**config.mk**
```make
export PLATFORM = sky130hd
export DESIGN_NAME = crc32_byte_stream_with_stride_mode
export DESIGN_NICKNAME = d
export VERILOG_FILES = /design/src/hdl/crc32_pkg.sv /design/src/hdl/crc32_byte_stream_with_stride_mode.sv /design/src/hdl/crc32_front.sv /design/src/hdl/crc32_queue.sv /design/src/hdl/crc32_back.sv
export SDC_FILE = /design/constraint.sdc
export NUM_CORES = 1
export LEC_CHECK = 0
export BUFFER_PORTS_ARGS = -buffer_cell sky130_fd_sc_hd__buf_4
export CAP_MARGIN = 20
export CORE_MARGIN = 5
export CORE_UTILIZATION = 57
export DETAILED_ROUTE_END_ITERATION = 12
export PLACE_DENSITY = 0.88
export SLEW_MARGIN = 20
export SYNTH_ARGS = -nofsm -noshare
export SYNTH_HDL_FRONTEND = slang
export SYNTH_SLANG_ARGS = --single-unit
```
**constraint.sdc**
```tcl
create_clock -name clock -period 4.65 [get_ports clock]
set_clock_uncertainty 0.15 [all_clocks]
set_input_delay 0.2325 -clock clock [delete_from_list [all_inputs] [get_ports clock]]
set_output_delay 0.2325 -clock clock [all_outputs]
set_load 0.005 [all_outputs]
```
**src/hdl/crc32_pkg.sv**
```systemverilog
// ----------------------------------------------------------------------------
// crc32_pkg
// Shared types, constants and the byte update function of the CRC-32 stream
// checksum block.
// ----------------------------------------------------------------------------
package crc32_pkg;

   localparam logic [31:0] CRC_POLY_REFLECTED = 32'hEDB8_8320;
   localparam int          QUEUE_DEPTH        = 2;
   localparam int          STRIDE_ABSORB      = 2;
   localparam int          POS_WIDTH          = 3;

   localparam logic [0:0]  CSR_STRIDE_MODE    = 1'b0;

   typedef struct packed {
      logic [7:0]  data_byte;
      logic        first_byte;
      logic [31:0] seed;
      logic        last_byte;
      logic        absorb;
   } crc32_item_type;

   function automatic logic [31:0] crc32_absorb_byte(input logic [31:0] crc,
                                                     input logic [7:0]  data);
      logic [31:0] acc;
      acc = crc ^ {24'd0, data};
      for (int k = 0; k < 8; k++) begin
         if (acc[0]) begin
            acc = (acc >> 1) ^ CRC_POLY_REFLECTED;
         end else begin
            acc = acc >> 1;
         end
      end
      return acc;
   endfunction

endpackage

```
**src/hdl/crc32_byte_stream_with_stride_mode.sv**
```systemverilog
// ----------------------------------------------------------------------------
// crc32_byte_stream_with_stride_mode
// Reflected CRC-32 over a byte stream with an optional 8-byte palette stride.
// ----------------------------------------------------------------------------
// Throughput: one byte per cycle through the combinational 8-bit update network, unless
// the queue is full or a final byte waits for the previous result to be taken.
// A final byte passes through the queue register and then the CRC output register.
// Reset: synchronous; CRC, held seed, position, stride mode and queue clear.
module crc32_byte_stream_with_stride_mode #(
   parameter int QueueDepth = crc32_pkg::QUEUE_DEPTH
) (
   input  logic        clock,
   input  logic        reset,
   input  logic        req_valid,
   output logic        req_ready,
   input  logic [7:0]  req_data_byte,
   input  logic        req_first_byte,
   input  logic [31:0] req_seed,
   input  logic        req_last_byte,
   output logic        rsp_valid,
   input  logic        rsp_ready,
   output logic [31:0] rsp_checksum,
   input  logic        csr_psel,
   input  logic        csr_penable,
   input  logic        csr_pwrite,
   input  logic [2:0]  csr_paddr,
   input  logic [31:0] csr_pwdata,
   output logic [31:0] csr_prdata,
   output logic        csr_pready
);

   logic                      stride_ff, stride_in;
   logic                      csr_write;
   logic                      queue_ready;
   logic                      push;
   crc32_pkg::crc32_item_type push_item;
   logic                      pop;
   logic                      pop_valid;
   crc32_pkg::crc32_item_type pop_item;

   assign csr_pready = 1'b1;
   assign csr_write  = csr_psel & csr_penable & csr_pwrite & csr_pready;
   assign csr_prdata = (csr_paddr[2] == crc32_pkg::CSR_STRIDE_MODE) ? {31'd0, stride_ff}
                                                                    : 32'd0;

   always_comb begin
      stride_in = stride_ff;
      if (csr_write && (csr_paddr[2] == crc32_pkg::CSR_STRIDE_MODE)) begin
         stride_in = csr_pwdata[0];
      end
   end

   always_ff @(posedge clock) begin
      if (reset) begin
         stride_ff <= 1'b0;
      end else begin
         stride_ff <= stride_in;
      end
   end

   crc32_front u_front (
      .clock          (clock),
      .reset          (reset),
      .stride_mode    (stride_ff),
      .req_valid      (req_valid),
      .req_ready      (req_ready),
      .req_data_byte  (req_data_byte),
      .req_first_byte (req_first_byte),
      .req_seed       (req_seed),
      .req_last_byte  (req_last_byte),
      .queue_ready    (queue_ready),
      .push           (push),
      .push_item      (push_item)
   );

   crc32_queue #(
      .Depth (QueueDepth)
   ) u_queue (
      .clock      (clock),
      .reset      (reset),
      .push       (push),
      .push_item  (push_item),
      .push_ready (queue_ready),
      .pop        (pop),
      .pop_valid  (pop_valid),
      .pop_item   (pop_item)
   );

   crc32_back u_back (
      .clock        (clock),
      .reset        (reset),
      .item_valid   (pop_valid),
      .item         (pop_item),
      .pop          (pop),
      .rsp_valid    (rsp_valid),
      .rsp_ready    (rsp_ready),
      .rsp_checksum (rsp_checksum)
   );

endmodule

```
**src/hdl/crc32_front.sv**
```systemverilog
// ----------------------------------------------------------------------------
// crc32_front
// Accepts input transactions, tracks the position within the palette entry and
// marks each byte as absorbed or skipped before it enters the queue.
// ----------------------------------------------------------------------------
module crc32_front (
   input  logic                      clock,
   input  logic                      reset,
   input  logic                      stride_mode,
   input  logic                      req_valid,
   output logic                      req_ready,
   input  logic [7:0]                req_data_byte,
   input  logic                      req_first_byte,
   input  logic [31:0]               req_seed,
   input  logic                      req_last_byte,
   input  logic                      queue_ready,
   output logic                      push,
   output crc32_pkg::crc32_item_type push_item
);

   logic [crc32_pkg::POS_WIDTH-1:0] pos_ff;
   logic [crc32_pkg::POS_WIDTH-1:0] pos_in;
   logic [crc32_pkg::POS_WIDTH-1:0] pos_cur;

   assign req_ready = queue_ready;
   assign push      = req_valid & queue_ready;
   assign pos_cur   = req_first_byte ? '0 : pos_ff;

   always_comb begin
      push_item.data_byte  = req_data_byte;
      push_item.first_byte = req_first_byte;
      push_item.seed       = req_seed;
      push_item.last_byte  = req_last_byte;
      push_item.absorb     = !stride_mode ||
                             (pos_cur < crc32_pkg::POS_WIDTH'(crc32_pkg::STRIDE_ABSORB));
      pos_in = pos_ff;
      if (push) begin
         pos_in = pos_cur + 1'b1;
      end
   end

   always_ff @(posedge clock) begin
      if (reset) begin
         pos_ff <= '0;
      end else begin
         pos_ff <= pos_in;
      end
   end

   a_plain_mode_absorbs: assert property (@(posedge clock) disable iff (reset)
      (push && !stride_mode) |-> push_item.absorb)
      else $error("byte skipped outside stride mode");

   a_first_absorbs: assert property (@(posedge clock) disable iff (reset)
      (push && req_first_byte) |-> push_item.absorb)
      else $error("first byte of a stream skipped");

endmodule

```
**src/hdl/crc32_queue.sv**
```systemverilog
// ----------------------------------------------------------------------------
// crc32_queue
// Short register queue that decouples the classifying front from the CRC back.
// ----------------------------------------------------------------------------
module crc32_queue #(
   parameter int Depth = crc32_pkg::QUEUE_DEPTH
) (
   input  logic                      clock,
   input  logic                      reset,
   input  logic                      push,
   input  crc32_pkg::crc32_item_type push_item,
   output logic                      push_ready,
   input  logic                      pop,
   output logic                      pop_valid,
   output crc32_pkg::crc32_item_type pop_item
);

   localparam int PtrW = (Depth > 1) ? $clog2(Depth) : 1;
   localparam int CntW = $clog2(Depth + 1);

   crc32_pkg::crc32_item_type mem_ff [Depth];
   logic [PtrW-1:0] wr_ptr_ff, wr_ptr_in;
   logic [PtrW-1:0] rd_ptr_ff, rd_ptr_in;
   logic [CntW-1:0] count_ff, count_in;

   assign push_ready = (count_ff != CntW'(Depth));
   assign pop_valid  = (count_ff != '0);
   assign pop_item   = mem_ff[rd_ptr_ff];

   always_comb begin
      wr_ptr_in = wr_ptr_ff;
      rd_ptr_in = rd_ptr_ff;
      count_in  = count_ff;
      if (push) begin
         wr_ptr_in = (wr_ptr_ff == PtrW'(Depth - 1)) ? '0 : wr_ptr_ff + 1'b1;
      end
      if (pop) begin
         rd_ptr_in = (rd_ptr_ff == PtrW'(Depth - 1)) ? '0 : rd_ptr_ff + 1'b1;
      end
      if (push && !pop) begin
         count_in = count_ff + 1'b1;
      end else if (pop && !push) begin
         count_in = count_ff - 1'b1;
      end
   end

   always_ff @(posedge clock) begin
      if (reset) begin
         wr_ptr_ff <= '0;
         rd_ptr_ff <= '0;
         count_ff  <= '0;
      end else begin
         wr_ptr_ff <= wr_ptr_in;
         rd_ptr_ff <= rd_ptr_in;
         count_ff  <= count_in;
      end
   end

   always_ff @(posedge clock) begin
      if (push) begin
         mem_ff[wr_ptr_ff] <= push_item;
      end
   end

   a_no_overflow: assert property (@(posedge clock) disable iff (reset)
      push |-> push_ready)
      else $error("queue written while full");

   a_no_underflow: assert property (@(posedge clock) disable iff (reset)
      pop |-> pop_valid)
      else $error("queue read while empty");

   a_count_tracks: assert property (@(posedge clock) disable iff (reset)
      (push && !pop) |=> (count_ff == $past(count_ff) + 1'b1))
      else $error("queue count lost a transaction");

endmodule

```
**src/hdl/crc32_back.sv**
```systemverilog
// ----------------------------------------------------------------------------
// crc32_back
// Applies queued bytes to the CRC register and holds the finished checksum in
// an output register until the result transaction completes.
// ----------------------------------------------------------------------------
module crc32_back (
   input  logic                      clock,
   input  logic                      reset,
   input  logic                      item_valid,
   input  crc32_pkg::crc32_item_type item,
   output logic                      pop,
   output logic                      rsp_valid,
   input  logic                      rsp_ready,
   output logic [31:0]               rsp_checksum
);

   logic [31:0] crc_ff, crc_in;
   logic [31:0] seed_ff, seed_in;
   logic        rsp_valid_ff, rsp_valid_in;
   logic [31:0] rsp_checksum_ff, rsp_checksum_in;
   logic [31:0] crc_base;

   assign pop = item_valid && (!item.last_byte || !rsp_valid_ff || rsp_ready);

   always_comb begin
      crc_base        = item.first_byte ? item.seed : crc_ff;
      crc_in          = crc_ff;
      seed_in         = seed_ff;
      rsp_valid_in    = rsp_valid_ff && !rsp_ready;
      rsp_checksum_in = rsp_checksum_ff;
      if (pop) begin
         crc_in  = item.absorb ? crc32_pkg::crc32_absorb_byte(crc_base, item.data_byte)
                               : crc_base;
         seed_in = item.first_byte ? item.seed : seed_ff;
         if (item.last_byte) begin
            rsp_valid_in    = 1'b1;
            rsp_checksum_in = crc_in ^ seed_in;
         end
      end
   end

   always_ff @(posedge clock) begin
      if (reset) begin
         crc_ff       <= '0;
         seed_ff      <= '0;
         rsp_valid_ff <= 1'b0;
      end else begin
         crc_ff       <= crc_in;
         seed_ff      <= seed_in;
         rsp_valid_ff <= rsp_valid_in;
      end
   end

   always_ff @(posedge clock) begin
      rsp_checksum_ff <= rsp_checksum_in;
   end

   assign rsp_valid    = rsp_valid_ff;
   assign rsp_checksum = rsp_checksum_ff;

   a_result_from_last: assert property (@(posedge clock) disable iff (reset)
      $rose(rsp_valid_ff) |-> $past(pop && item.last_byte))
      else $error("result raised without a final byte");

endmodule
```
### Word-level counts from Yosys, hierarchy flattened

Memories as Yosys holds them, arrays and structs flattened. A register that Yosys moved wholly into a read port is not among the register bits.
Cells that the tools add are included.

* flip-flop bits (word level): 105
* RAM bits: 86
* input port bits: 84
* memories: 1
* word-level logic and storage cells: 79

* reduce and logical (&&, ||, !) cells: 17
* add/sub/neg operators: 5
* eq/ne operators: 1
* order comparisons: 1
* mux-type cells: 31
* bitwise operators: 14

Memory list
* u_queue.mem_ff: words 2, bits a word 43, rd ports 1, clocked after Yosys merged registers in 1, write ports 1, RTL line crc32_queue.sv:21 `crc32_pkg::crc32_item_type mem_ff [Depth];`

Operators with widths (count)
* 32-bit two-way mux: 19
* 13-bit NOT with 14-bit output: 8
* 32-bit XOR: 1
* 32-bit by 8-bit XOR with 32-bit output: 1
* 1-bit two-way mux: 9
* 1-bit logical NOT: 6
* 1-bit logical AND: 5
* 2-bit two-way mux: 2
* 2-bit nonzero test: 2
* 3-bit by 1-bit adder with 3-bit output (second input constant): 1
* 1-bit AND: 3
* 1-bit logical OR: 3
* 3-bit by 2-bit less-than comparator with 1-bit output (second input constant): 1
* 3-bit two-way mux: 1
* 1-bit adder (second input constant): 2
* 2-bit by 1-bit adder with 2-bit output (second input constant): 1
* 2-bit inequality test (second input constant): 1
* 2-bit AND reduction: 1
* 2-bit by 1-bit subtractor with 2-bit output (second input constant): 1
* 1-bit NOT: 1

### Logic depth before layout (Yosys ltp)

* depth after elaboration: 28
* depth in mapped cells: 12
* gate-level depth less buffers: 7

### By module

From an unflattened synthesis, not the netlist that was laid out.

* cell total of the unflattened synthesis: 868
* area, all modules: 10198.5 um^2

Modules (own cells, without submodules)
* crc32_back: seq. area each 2262.2 um^2, times used 1, cells each 610, area each 6063.3 um^2
* crc32_queue: seq. area each 2682.6 um^2, times used 1, cells each 156, area each 3324.4 um^2
* crc32_front: seq. area each 60.1 um^2, times used 1, cells each 62, area each 501.7 um^2
* crc32_byte_stream_with_stride_mode: seq. area each 20.0 um^2, times used 1, cells each 40, area each 309.0 um^2

### Worst setup path after synthesis

OpenSTA, ideal clock, no wires.

* kind: register -> register
* from: reg with a tool-made name
* to: reg u_back.rsp_checksum_ff[0] (netlist: u_back.rsp_checksum[0]) (enable)
* cell stages (with the launch flop): 10
* buffers on the path: 5
* data arrival time: 3.320 ns
* slack: 0.759 ns
* period minus slack after synthesis: 3.891 ns
* library setup time: 0.421 ns
* path through: dfxtp_1 buf_6 buf_2 buf_4 mux2i_1 o22a_1 clkbuf_1 clkinv_1 clkbuf_1 nor2_1

RTL lines
* end signal, assigned: RTL line crc32_back.sv:55 `rsp_checksum_ff <= rsp_checksum_in;`
* end, declared: RTL line crc32_back.sv:20 `logic [31:0] rsp_checksum_ff, rsp_checksum_in;`

==> impl_metrics.tcl <==
set metrics [dict create \
    synth_area_leaders "sky130_fd_sc_hd__edfxtp_1, sky130_fd_sc_hd__dfxtp_1, sky130_fd_sc_hd__xnor3_1, sky130_fd_sc_hd__mux2i_1, sky130_fd_sc_hd__a211oi_1" \
    synth_cells 805 \
    min_period_over_period 0.7985 \
    num_vias 6641 \
    largest_net_degree_at_the_start_of_global_routing 75 \
    grt_overflow_total 0 \
    regToRegEndpoint "u_back.rsp_checksum[19]" \
    worstHoldPathType "in -> reg" \
    final_antenna_net_count 0 \
    die_width_um 139.9 \
    timing.critical_path.buf_inv 1 \
    root_buffer "sky130_fd_sc_hd__clkbuf_16" \
    clkSinkCount 192 \
    route.detailed.wl_per_inst_um 18.84 \
    timing.critical_path.arrival_ns 3.76 \
    reg2reg_slack_ns 0.94 \
    r2r.worst_path.cells 8 \
    global_route.peak_usage_layer "met2" \
    tightestPinTransition_ns 0.8746 \
    cts_repair_resize_count 0 \
    routed_wirelength_mm 21.60 \
    critical_path_class "reg -> reg" \
    final_common_cell "sky130_fd_sc_hd__edfxtp_1" \
    gpl.final_weighted_congestion 0.8840 \
    layout-area-overhead-vs-synth_pct 18.16 \
    clock_tree.htree_level_count 4 \
    dp_hpwl_mm 13.64 \
    cts.reportedPaths.clkPinSlew_ns 0.07 \
    ios 151 \
    grtUsageMet3 0.04597 \
    outcome "completed" \
    first_global_vias 6621 \
    die_h_um 139.9 \
    timing.critical_path.mode_cell "sky130_fd_sc_hd__xnor3_1" \
    netlist.top_cell.by_area "sky130_fd_sc_hd__edfxtp_1" \
    tritoncts "built" \
    cts.repair_timing.setup_buffer_count 0 \
    highest_fanout_seen_on_the_critical_path 74 \
    synthesis.area_um2 9615 \
    floorplan.core_area_um2 16580 \
    grt_use_total 0.2226 \
    floorplan.initialDensity 0.5798 \
    timing_hold_violations_final 0 \
    detail_route.first_pass.iterations 6 \
    synth_warnings 0 \
    violation_count_after_the_first_detailed_route_iteration 830 \
    endpoint_type_of_the_worst_setup_path "flop" \
    post_synth.cell_area_avg_um2 11.94 \
    groute.layer.met1.usage 0.2854 \
    regToRegStartpoint "u_queue.mem_ff[1][34]" \
    min_delay_path_depth 4 \
    crit_start "u_queue.mem_ff[1][34]" \
    yosysUniqueCellTypes 53 \
    hp-start "rsp_ready" \
    number_of_antenna_violations_at_the_first_check_in_global_routing 0 \
    antenna_cell_count 0 \
    fin_nets 1000 \
    layout-drive-gt1-share 0.1726 \
    timing.critical_path.slowest_stage_cell "sky130_fd_sc_hd__edfxtp_1" \
    floorplan.die_area_um2 19570 \
    max_stage_delay_ns 0.64 \
    crit_chain "mux2_4, buf_4, o221ai_1, xor2_1, xnor3_1, xnor3_1, a21oi_1, or3b_1" \
    slew_headroom 0.4045 \
    synthDominantCellAreaShare 0.3685 \
    max_freq_ghz 0.2693 \
    max_cap_violations 0 \
    synth-edff-count 118 \
    route.detailed.drc 0 \
    wire_length_of_the_first_global_routing_pass_mm 34.43 \
    period_needed_ns 3.713 \
    maxSlewViolCount 0 \
    detail_route.vias_per_cell 5.790 \
    critPathTopFamily "XOR/XNOR gates" \
    cp-start-kind "flop" \
    ys_ff_latch 192 \
    setup_viol 0 \
    longest_clk_path_bufs 2 \
    layout.cells.most_common_list "sky130_fd_sc_hd__edfxtp_1, sky130_fd_sc_hd__buf_4, sky130_fd_sc_hd__nor2_1" \
    totalNegativeSetupSlack_ns 0 \
    ys_seq_area_frac 0.5226 \
    ys_dominant_reg_cell "sky130_fd_sc_hd__edfxtp_1" \
    synthArstFlopShare 0 \
    setup_repair_after_global_routing_missed_its_margin "no" \
    floorplan.rows 47 \
    gr-usage-met2 0.3692 \
    hold_path_end "u_back.rsp_valid" \
    cts-buffers-inserted 17 \
    required_ns 4.70 \
    clk_latency_ns 0.45 \
    io_buffer_count 85 \
]
==> tightest hold or removal path, stage by stage <==
cell	delay, ns
sky130_fd_sc_hd__buf_4	0.08
sky130_fd_sc_hd__nand2b_1	0.11
sky130_fd_sc_hd__o21a_1	0.12
sky130_fd_sc_hd__nor2_1	0.03
==> flip-flops by register name (all words and copies together) (netlist names), named ones only <==
signal,cells
u_queue.mem_ff,86
u_back.crc_ff,32
u_back.rsp_checksum,32
u_back.seed_ff,32
u_front.pos_ff,3
u_queue.count_ff,2
stride_ff,1
u_back.rsp_valid,1
u_queue.rd_ptr_ff,1
u_queue.wr_ptr_ff,1
==> through the flow <==
stage | util | cell area, um^2 | hold slack, ns | std cells | setup slack (ns)
detailed placement | 0.6222 | 10320 | 0.2700 | 1072 | 1.045
global route | 0.6852 | 11360 | 0.04141 | 1147 | 0.6960
floorplan | - | 9728 | 0.1814 | 835 | 0.7586
CTS | 0.6849 | 11360 | 0.02047 | 1147 | 0.9824
finish | 0.6852 | 11360 | 0.03106 | 1147 | 0.9370
global placement | 0.6222 | 10320 | 0.2680 | 1072 | 1.124
==> worst max-delay path by stage <==
| stage | end | cells after the start |
|---|---|---|
| CTS | u_back.rsp_checksum[19] | 8 |
| detailed placement | u_back.rsp_checksum[19] | 8 |
| floorplan | u_back.rsp_checksum[0] | 9 |
| global route | u_back.rsp_checksum[19] | 8 |
| global placement | u_back.rsp_checksum[19] | 7 |
| finish | u_back.rsp_checksum[19] | 8 |
==> final cells by class <==
type                    instances  area [um^2]
well taps                     220        275.3
inverters                       5        18.77
clock inverters                10        135.1
multi-input cells             558         4273
flip-flops and latches        192         5026
repair buffers                140         1159
clock buffers                  22        475.5
fillers                      1128         5221
==> per-layer routing <==
metal | vias to the layer above | routed length, um
met1 | 3148 | 8391
met2 | 353 | 10570
li1 | 3080 | -
met3 | 60 | 1837
met4 | 0 | 804
met5 | - | 0
==> Yosys cell counts (9+ instances only) <==
| cell type | number |
|---|---|
| sky130_fd_sc_hd__edfxtp_1 | 118 |
| sky130_fd_sc_hd__nor2_1 | 81 |
| sky130_fd_sc_hd__dfxtp_1 | 74 |
| sky130_fd_sc_hd__nand2_1 | 65 |
| sky130_fd_sc_hd__mux2i_1 | 52 |
| sky130_fd_sc_hd__a211oi_1 | 44 |
| sky130_fd_sc_hd__o21ai_0 | 43 |
| sky130_fd_sc_hd__xnor2_1 | 36 |
| sky130_fd_sc_hd__buf_4 | 34 |
| sky130_fd_sc_hd__xor2_1 | 32 |
| sky130_fd_sc_hd__clkbuf_1 | 29 |
| sky130_fd_sc_hd__a21oi_1 | 28 |
| sky130_fd_sc_hd__xnor3_1 | 27 |
| sky130_fd_sc_hd__nand3_1 | 10 |
| sky130_fd_sc_hd__nand3b_1 | 9 |
| sky130_fd_sc_hd__o21ai_1 | 9 |
==> what timing repair did <==
item                                    CTS  global route
hold endpoints to repair                 85             0
hold buffers                             43             0
endpoints found under the setup margin    0             0
==> kinds of logic after synthesis <==
kind of cell / after synthesis / share of synthesized area
DFF: 192 / 0.5226
AOI/OAI and AO/OA: 173 / 0.1247
other: 2 / 0.0007810
xor gates and xnor gates: 111 / 0.1601
buffers and inverters: 85 / 0.04892
and+or+nand+nor: 186 / 0.08354
muxes: 54 / 0.05686
adders and majority gates: 2 / 0.002602
Power is left out: the tool's default activity adds up to more than one toggle a clock period on the data nets, which glitch-free logic cannot reach.
